### config.mk
export PLATFORM = sky130hd
export DESIGN_NAME = skyatl_ctrl
export DESIGN_NICKNAME = d
export VERILOG_FILES = /design/src/hdl/skyatl_pkg.sv /design/src/hdl/skyatl_ctrl.sv
export SDC_FILE = /design/constraint.sdc
export NUM_CORES = 1
export LEC_CHECK = 0
export ABC_AREA = 1
export BUFFER_PORTS_ARGS = -buffer_cell sky130_fd_sc_hd__buf_2
export CAP_MARGIN = 10
export CORE_MARGIN = 8
export CORE_UTILIZATION = 40
export CTS_CLUSTER_DIAMETER = 60
export DETAILED_ROUTE_END_ITERATION = 16
export PLACE_DENSITY = 0.58
export SLEW_MARGIN = 20
export SYNTH_ARGS = -nofsm -noshare
export SYNTH_HDL_FRONTEND = slang
export SYNTH_SLANG_ARGS = --single-unit
### constraint.sdc
create_clock -name clk_i -period 3.2 [get_ports clk_i]
set_input_delay 0.96 -clock clk_i [delete_from_list [all_inputs] [get_ports clk_i]]
set_output_delay 0.96 -clock clk_i [all_outputs]
set_load 0.05 [all_outputs]
### src/hdl/skyatl_pkg.sv
// shared constants, widths and controller/datapath interface types
// for the skyline atlas allocator; no dependencies

package skyatl_pkg;

  // geometry of the atlas
  localparam int PAGES       = 2;
  localparam int PAGE_WIDTH  = 256;
  localparam int PAGE_HEIGHT = 256;

  localparam int COL_TOTAL = PAGES * PAGE_WIDTH;

  // fixed field widths of the request and result
  localparam int RECT_W    = 9;
  localparam int PAGEIDX_W = 1;
  localparam int X_W       = 8;
  localparam int Y_W       = 8;

  // internal widths that follow from the geometry
  localparam int PG_W   = (PAGES > 1) ? $clog2(PAGES) : 1;
  localparam int COL_W  = $clog2(PAGE_WIDTH);
  localparam int CNT_W  = $clog2(PAGE_WIDTH + 1);
  localparam int HGT_W  = $clog2(PAGE_HEIGHT + 1);
  localparam int ADDR_W = $clog2(COL_TOTAL);
  localparam int LEN_W  = ((RECT_W > CNT_W) ? RECT_W : CNT_W) + 1;
  localparam int SUM_W  = ((RECT_W > HGT_W) ? RECT_W : HGT_W) + 1;

  localparam logic [COL_W-1:0] LAST_COL  = COL_W'(PAGE_WIDTH - 1);
  localparam logic [PG_W-1:0]  LAST_PAGE = PG_W'(PAGES - 1);

  // datapath operations issued by the controller
  typedef enum logic [2:0] {
    OP_NONE,
    OP_CLEAR,
    OP_FWD,
    OP_REV,
    OP_FILL
  } cmd_op_e;

  typedef struct packed {
    cmd_op_e          op;
    logic             first;
    logic [PG_W-1:0]  page;
    logic [COL_W-1:0] col;
    logic             load_req;
    logic             load_res;
    logic             placed;
  } skyatl_cmd_t;

  typedef struct packed {
    logic req_bad;
    logic fits;
    logic fill_last;
  } skyatl_sts_t;

endpackage

### src/hdl/skyatl_ctrl.sv
// sequencer of the skyline atlas allocator: clearing pass, per-page
// forward and reverse scans, column fill and result hand-off; uses skyatl_pkg

module skyatl_ctrl import skyatl_pkg::*; (
  input  logic        clk_i,
  input  logic        rst_ni,
  input  logic        in_valid_i,
  output logic        in_ready_o,
  output logic        out_valid_o,
  input  logic        out_ready_i,
  input  skyatl_sts_t sts_i,
  output skyatl_cmd_t cmd_o
);

  typedef enum logic [3:0] {
    S_CLEAR,
    S_IDLE,
    S_CHECK,
    S_FWD,
    S_TURN,
    S_REV,
    S_DRAIN,
    S_DECIDE,
    S_FILL,
    S_DONE
  } state_e;

  state_e           state_q;
  logic [COL_W-1:0] col_q;
  logic [PG_W-1:0]  page_q;
  logic             placed_q;
  logic             out_valid_q;
  logic             res_free;

  assign in_ready_o  = (state_q == S_IDLE);
  assign out_valid_o = out_valid_q;
  assign res_free    = !out_valid_q || out_ready_i;

  always_comb begin
    cmd_o.op = OP_NONE;
    case (state_q)
      S_CLEAR: cmd_o.op = OP_CLEAR;
      S_FWD:   cmd_o.op = OP_FWD;
      S_REV:   cmd_o.op = OP_REV;
      S_FILL:  cmd_o.op = OP_FILL;
      default: cmd_o.op = OP_NONE;
    endcase
    cmd_o.first    = ((state_q == S_FWD) && (col_q == '0)) ||
                     ((state_q == S_REV) && (col_q == LAST_COL));
    cmd_o.page     = page_q;
    cmd_o.col      = col_q;
    cmd_o.load_req = in_valid_i && in_ready_o;
    cmd_o.load_res = (state_q == S_DONE) && res_free;
    cmd_o.placed   = placed_q;
  end

  always_ff @(posedge clk_i or negedge rst_ni) begin
    if (!rst_ni) begin
      state_q     <= S_CLEAR;
      col_q       <= '0;
      page_q      <= '0;
      placed_q    <= 1'b0;
      out_valid_q <= 1'b0;
    end else begin
      if ((state_q == S_DONE) && res_free) begin
        out_valid_q <= 1'b1;
      end else if (out_valid_q && out_ready_i) begin
        out_valid_q <= 1'b0;
      end
      case (state_q)
        S_CLEAR: begin
          if (col_q == LAST_COL) begin
            col_q <= '0;
            if (page_q == LAST_PAGE) begin
              page_q  <= '0;
              state_q <= S_IDLE;
            end else begin
              page_q <= page_q + 1'b1;
            end
          end else begin
            col_q <= col_q + 1'b1;
          end
        end
        S_IDLE: begin
          if (in_valid_i) begin
            state_q <= S_CHECK;
          end
        end
        S_CHECK: begin
          page_q <= '0;
          col_q  <= '0;
          if (sts_i.req_bad) begin
            placed_q <= 1'b0;
            state_q  <= S_DONE;
          end else begin
            state_q <= S_FWD;
          end
        end
        S_FWD: begin
          if (col_q == LAST_COL) begin
            state_q <= S_TURN;
          end else begin
            col_q <= col_q + 1'b1;
          end
        end
        // an idle state so the last prefix write lands before reverse reads
        S_TURN: state_q <= S_REV;
        S_REV: begin
          if (col_q == '0) begin
            state_q <= S_DRAIN;
          end else begin
            col_q <= col_q - 1'b1;
          end
        end
        S_DRAIN: state_q <= S_DECIDE;
        S_DECIDE: begin
          col_q <= '0;
          if (sts_i.fits) begin
            state_q <= S_FILL;
          end else if (page_q == LAST_PAGE) begin
            placed_q <= 1'b0;
            state_q  <= S_DONE;
          end else begin
            page_q  <= page_q + 1'b1;
            state_q <= S_FWD;
          end
        end
        S_FILL: begin
          if (sts_i.fill_last) begin
            placed_q <= 1'b1;
            state_q  <= S_DONE;
          end else begin
            col_q <= col_q + 1'b1;
          end
        end
        S_DONE: begin
          if (res_free) begin
            state_q <= S_IDLE;
          end
        end
        default: state_q <= S_IDLE;
      endcase
    end
  end

endmodule
==> reports/metrics.cfg <==
[finish]
finalNetCount = 272
syn_to_final_growth_pct = 10.22
antenna_cells = 0
final_common_cell = nand2_1
drive_above_1_share_pct = 18.39
utilization_pct = 44.86
finalNonFillerCells = 309
fillers = 403
layout_common_cells = nand2_1 (78), nor2_1 (27), nand3_1 (27)

[timing]
holdWs_ns = 0.5108
worst_clock_skew_ns = 0.001591
timing.final.crit_share_pct = 89.25
worstMarginPinSlew_ns = 0.4109
setup_ws_ns = 0.3441
finalMaxSlewViolations = 0
rsz0062_at_grt = no
hold_viol_final = 0
fmax_mhz = 350.2
setup_viol = 0
slew_headroom_pct = 72.31
fin_crit_ns = 2.856
fin_tns_setup_ns = 0

[power_and_ir_drop]
powerDensity_nw_per_um2 = 1069
p_leak_nw = 0.8972
ir_drop_mv = 0.4426

[setup_path]
cp-endpoint = cmd_o[12]
cp_slowest_stage_delay_ns = 0.48
crit_arrival_ns = 1.90
reg2reg_setup_slack_ns = 1.47
start_kind = flop
reg2reg_from = col_q[0]$_DFFE_PN0P_
critPathKind = reg -> out
crit_slowest_cell = dfrtp_1
r2r_cells = 11
r2r-end = col_q[7]$_DFFE_PN0P_
endpoint_kind = output pin
path_cells = ha_1, nand2_1, nor2_2, nand2_2, o21ai_1, buf_2
crit_required_ns = 2.24
crit_start = col_q[0]$_DFFE_PN0P_
crit_path_max_fanout = 9

[global_routing]
grtUsageMet1_pct = 19.17
grt_max_degree = 16
grt_overflow = 0
grt_usage_pct = 13.86
grt_pass1_wl_um = 6831
use_met2_pct = 20.48
grt_pass1_vias = 1461
antenna_found_initial = 0
grt.met3_usage_pct = 3.184
grt_busiest_layer = met2

[die]
fp.dieW_um = 76.34
initial_core_util_pct = 40.70
rows = 22
coreArea_um2 = 3578
top_level_ports = 25
dieArea_um2 = 5828
die_h_um = 76.34

[logic_synthesis]
syn_area_per_cell_um2 = 6.068
yosysSeqAreaShare_pct = 25.77
ys_seq_elements = 15
synthMuxAreaShare_pct = 0
synth_cell_types = 26
synth_compound_area_share_pct = 12.29
synthCells = 240
synth.area.top_cells = dfrtp_1 (26%), nand2_1 (20%), nand3_1 (9.3%), nor2_1 (7.0%), inv_1 (6.4%)
yosys.area_share.simple_pct = 45.70
syn_nets = 250
synth_top_family_by_area = simple AND/OR/NAND/NOR gates
synthAdderAreaFrac_pct = 2.577
synth_area_leader_cell = dfrtp_1
ys_warn_count = 0
yosysTopAreaCellShare_pct = 25.77
synth_area_um2 = 1456
synthXorXnorAreaFrac_pct = 1.203

[detailed_routing]
post_drt_wl_per_cell_um = 12.78
routed_via_density = 4.968
drtIter0Drc = 112
vias = 1535
firstDrtPassIters = 4
final_antenna_net_count = 0
drc = 0
drt_wl_total_um = 3950

[placed_design]
dp_hpwl_um = 3059
gp_congestion = 0.9039
port-buffer-count = 24
dp_cells = 305
pre_cts_slack_ns = 0.6920

[clocking]
clock-sinks = 15
cts_buffer_depth = 2
cts_resized = 0
clk_latency_ns = 0.29
cts_tree = done
numCtsBuffers = 3
cts-root-buf = clkbuf_4
cts.reportedPaths.clkPinSlew_ns = 0.10
postCtsSetupBuffers = 0
htreeDepth = 1
postCtsHoldBufs = 0

[worst_hold_path]
hold_path_class = reg -> reg

[flow_run]
cap_violations = 0

[outcome]
status = finished, final reports clean

[synthesized netlist by cell type]
| library cell | instances |
|---|---|
| nor3_1 | 3 |
| buf_6 | 3 |
| buf_4 | 3 |
| nor2_1 | 27 |
| o311ai_0 | 1 |
| ha_1 | 3 |
| dfrtp_1 | 15 |
| o21a_1 | 1 |
| o21ai_2 | 2 |
| a21oi_1 | 8 |
| xor2_1 | 2 |
| nand4_1 | 3 |
| nor2_2 | 4 |
| o211ai_1 | 2 |
| nand2_1 | 78 |
| o21bai_1 | 2 |
| inv_4 | 1 |
| nand2_2 | 4 |
| o21ai_0 | 15 |
| nand3b_1 | 1 |
| nand2_4 | 2 |
| buf_2 | 2 |
| nand3_1 | 27 |
| inv_2 | 4 |
| nor2_4 | 2 |
| inv_1 | 25 |
[per-stage QoR]
step           power (mW)  area, um2
6_report            1.715       1605
4_1_cts             1.728       1605
2_1_floorplan       1.374       1456
3_5_place_dp        1.602       1578
5_1_grt             1.881       1605
3_3_place_gp        1.611       1578
[cell families (layout without fill, tap and decap cells)]
family	count (synthesis)	after routing
and+or+nand+nor	151	151
AOI/OAI and AO/OA	31	31
DFF	15	15
buffers and inverters	38	59
xor gates and xnor gates	2	2
adders and majority gates	3	3
[flip-flops by register name, summed over array words and instances (netlist names)]
| register | cells |
|---|---|
| placed_q | 1 |
| out_valid_o | 1 |
| page_q | 1 |
| col_q | 8 |
| state_q | 4 |
[routing by layer]
layer / share of wire [%] / vias up
li1: - / 808
met1: 49 / 667
met2: 43 / 54
met3: 7.4 / 6
met4: 1.3 / 0
met5: 0 / -
[where the power goes]
group / switching [mW] / internal [mW]
logic: 0.883 / 0.332
clock network: 0.0724 / 0.0466
registers: 0.119 / 0.263
total: 1.07 / 0.641
[worst max-delay path: cells and delay by family (launching register included)]
| kind | cells | cell delay, ns |
|---|---|---|
| flip-flops | 1 | 0.48 |
| AO/OA/AOI/OAI | 1 | 0.18 |
| buffers and inverters | 1 | 0.29 |
| adder cells (fa/ha/maj) | 1 | 0.22 |
| AND/OR/NAND/NOR | 3 | 0.42 |
[cell type report]
cell class	count	area, um2	area share [%]
clock inverter	1	5.005	0.3118
tap	48	60.06	3.741
timing repair buffer	25	127.6	7.950
inverter	30	115.1	7.171
sequential	15	375.4	23.38
multi-input combinational	187	899.6	56.04
clock buffer	3	22.52	1.403
[worst min path at each step]
stage | startpoint | end | slack [ns] | cells after the start
floorplan | placed_q$_DFFE_PN0P_ | placed_q$_DFFE_PN0P_ | 0.47 | 2
global placement | page_q$_DFFE_PN0P_ | page_q$_DFFE_PN0P_ | 0.49 | 2
detailed placement | placed_q$_DFFE_PN0P_ | placed_q$_DFFE_PN0P_ | 0.50 | 2
CTS | placed_q$_DFFE_PN0P_ | placed_q$_DFFE_PN0P_ | 0.52 | 2
global route | placed_q$_DFFE_PN0P_ | placed_q$_DFFE_PN0P_ | 0.58 | 2
finish | placed_q$_DFFE_PN0P_ | placed_q$_DFFE_PN0P_ | 0.51 | 2
(Power assumes the default switching activity.)
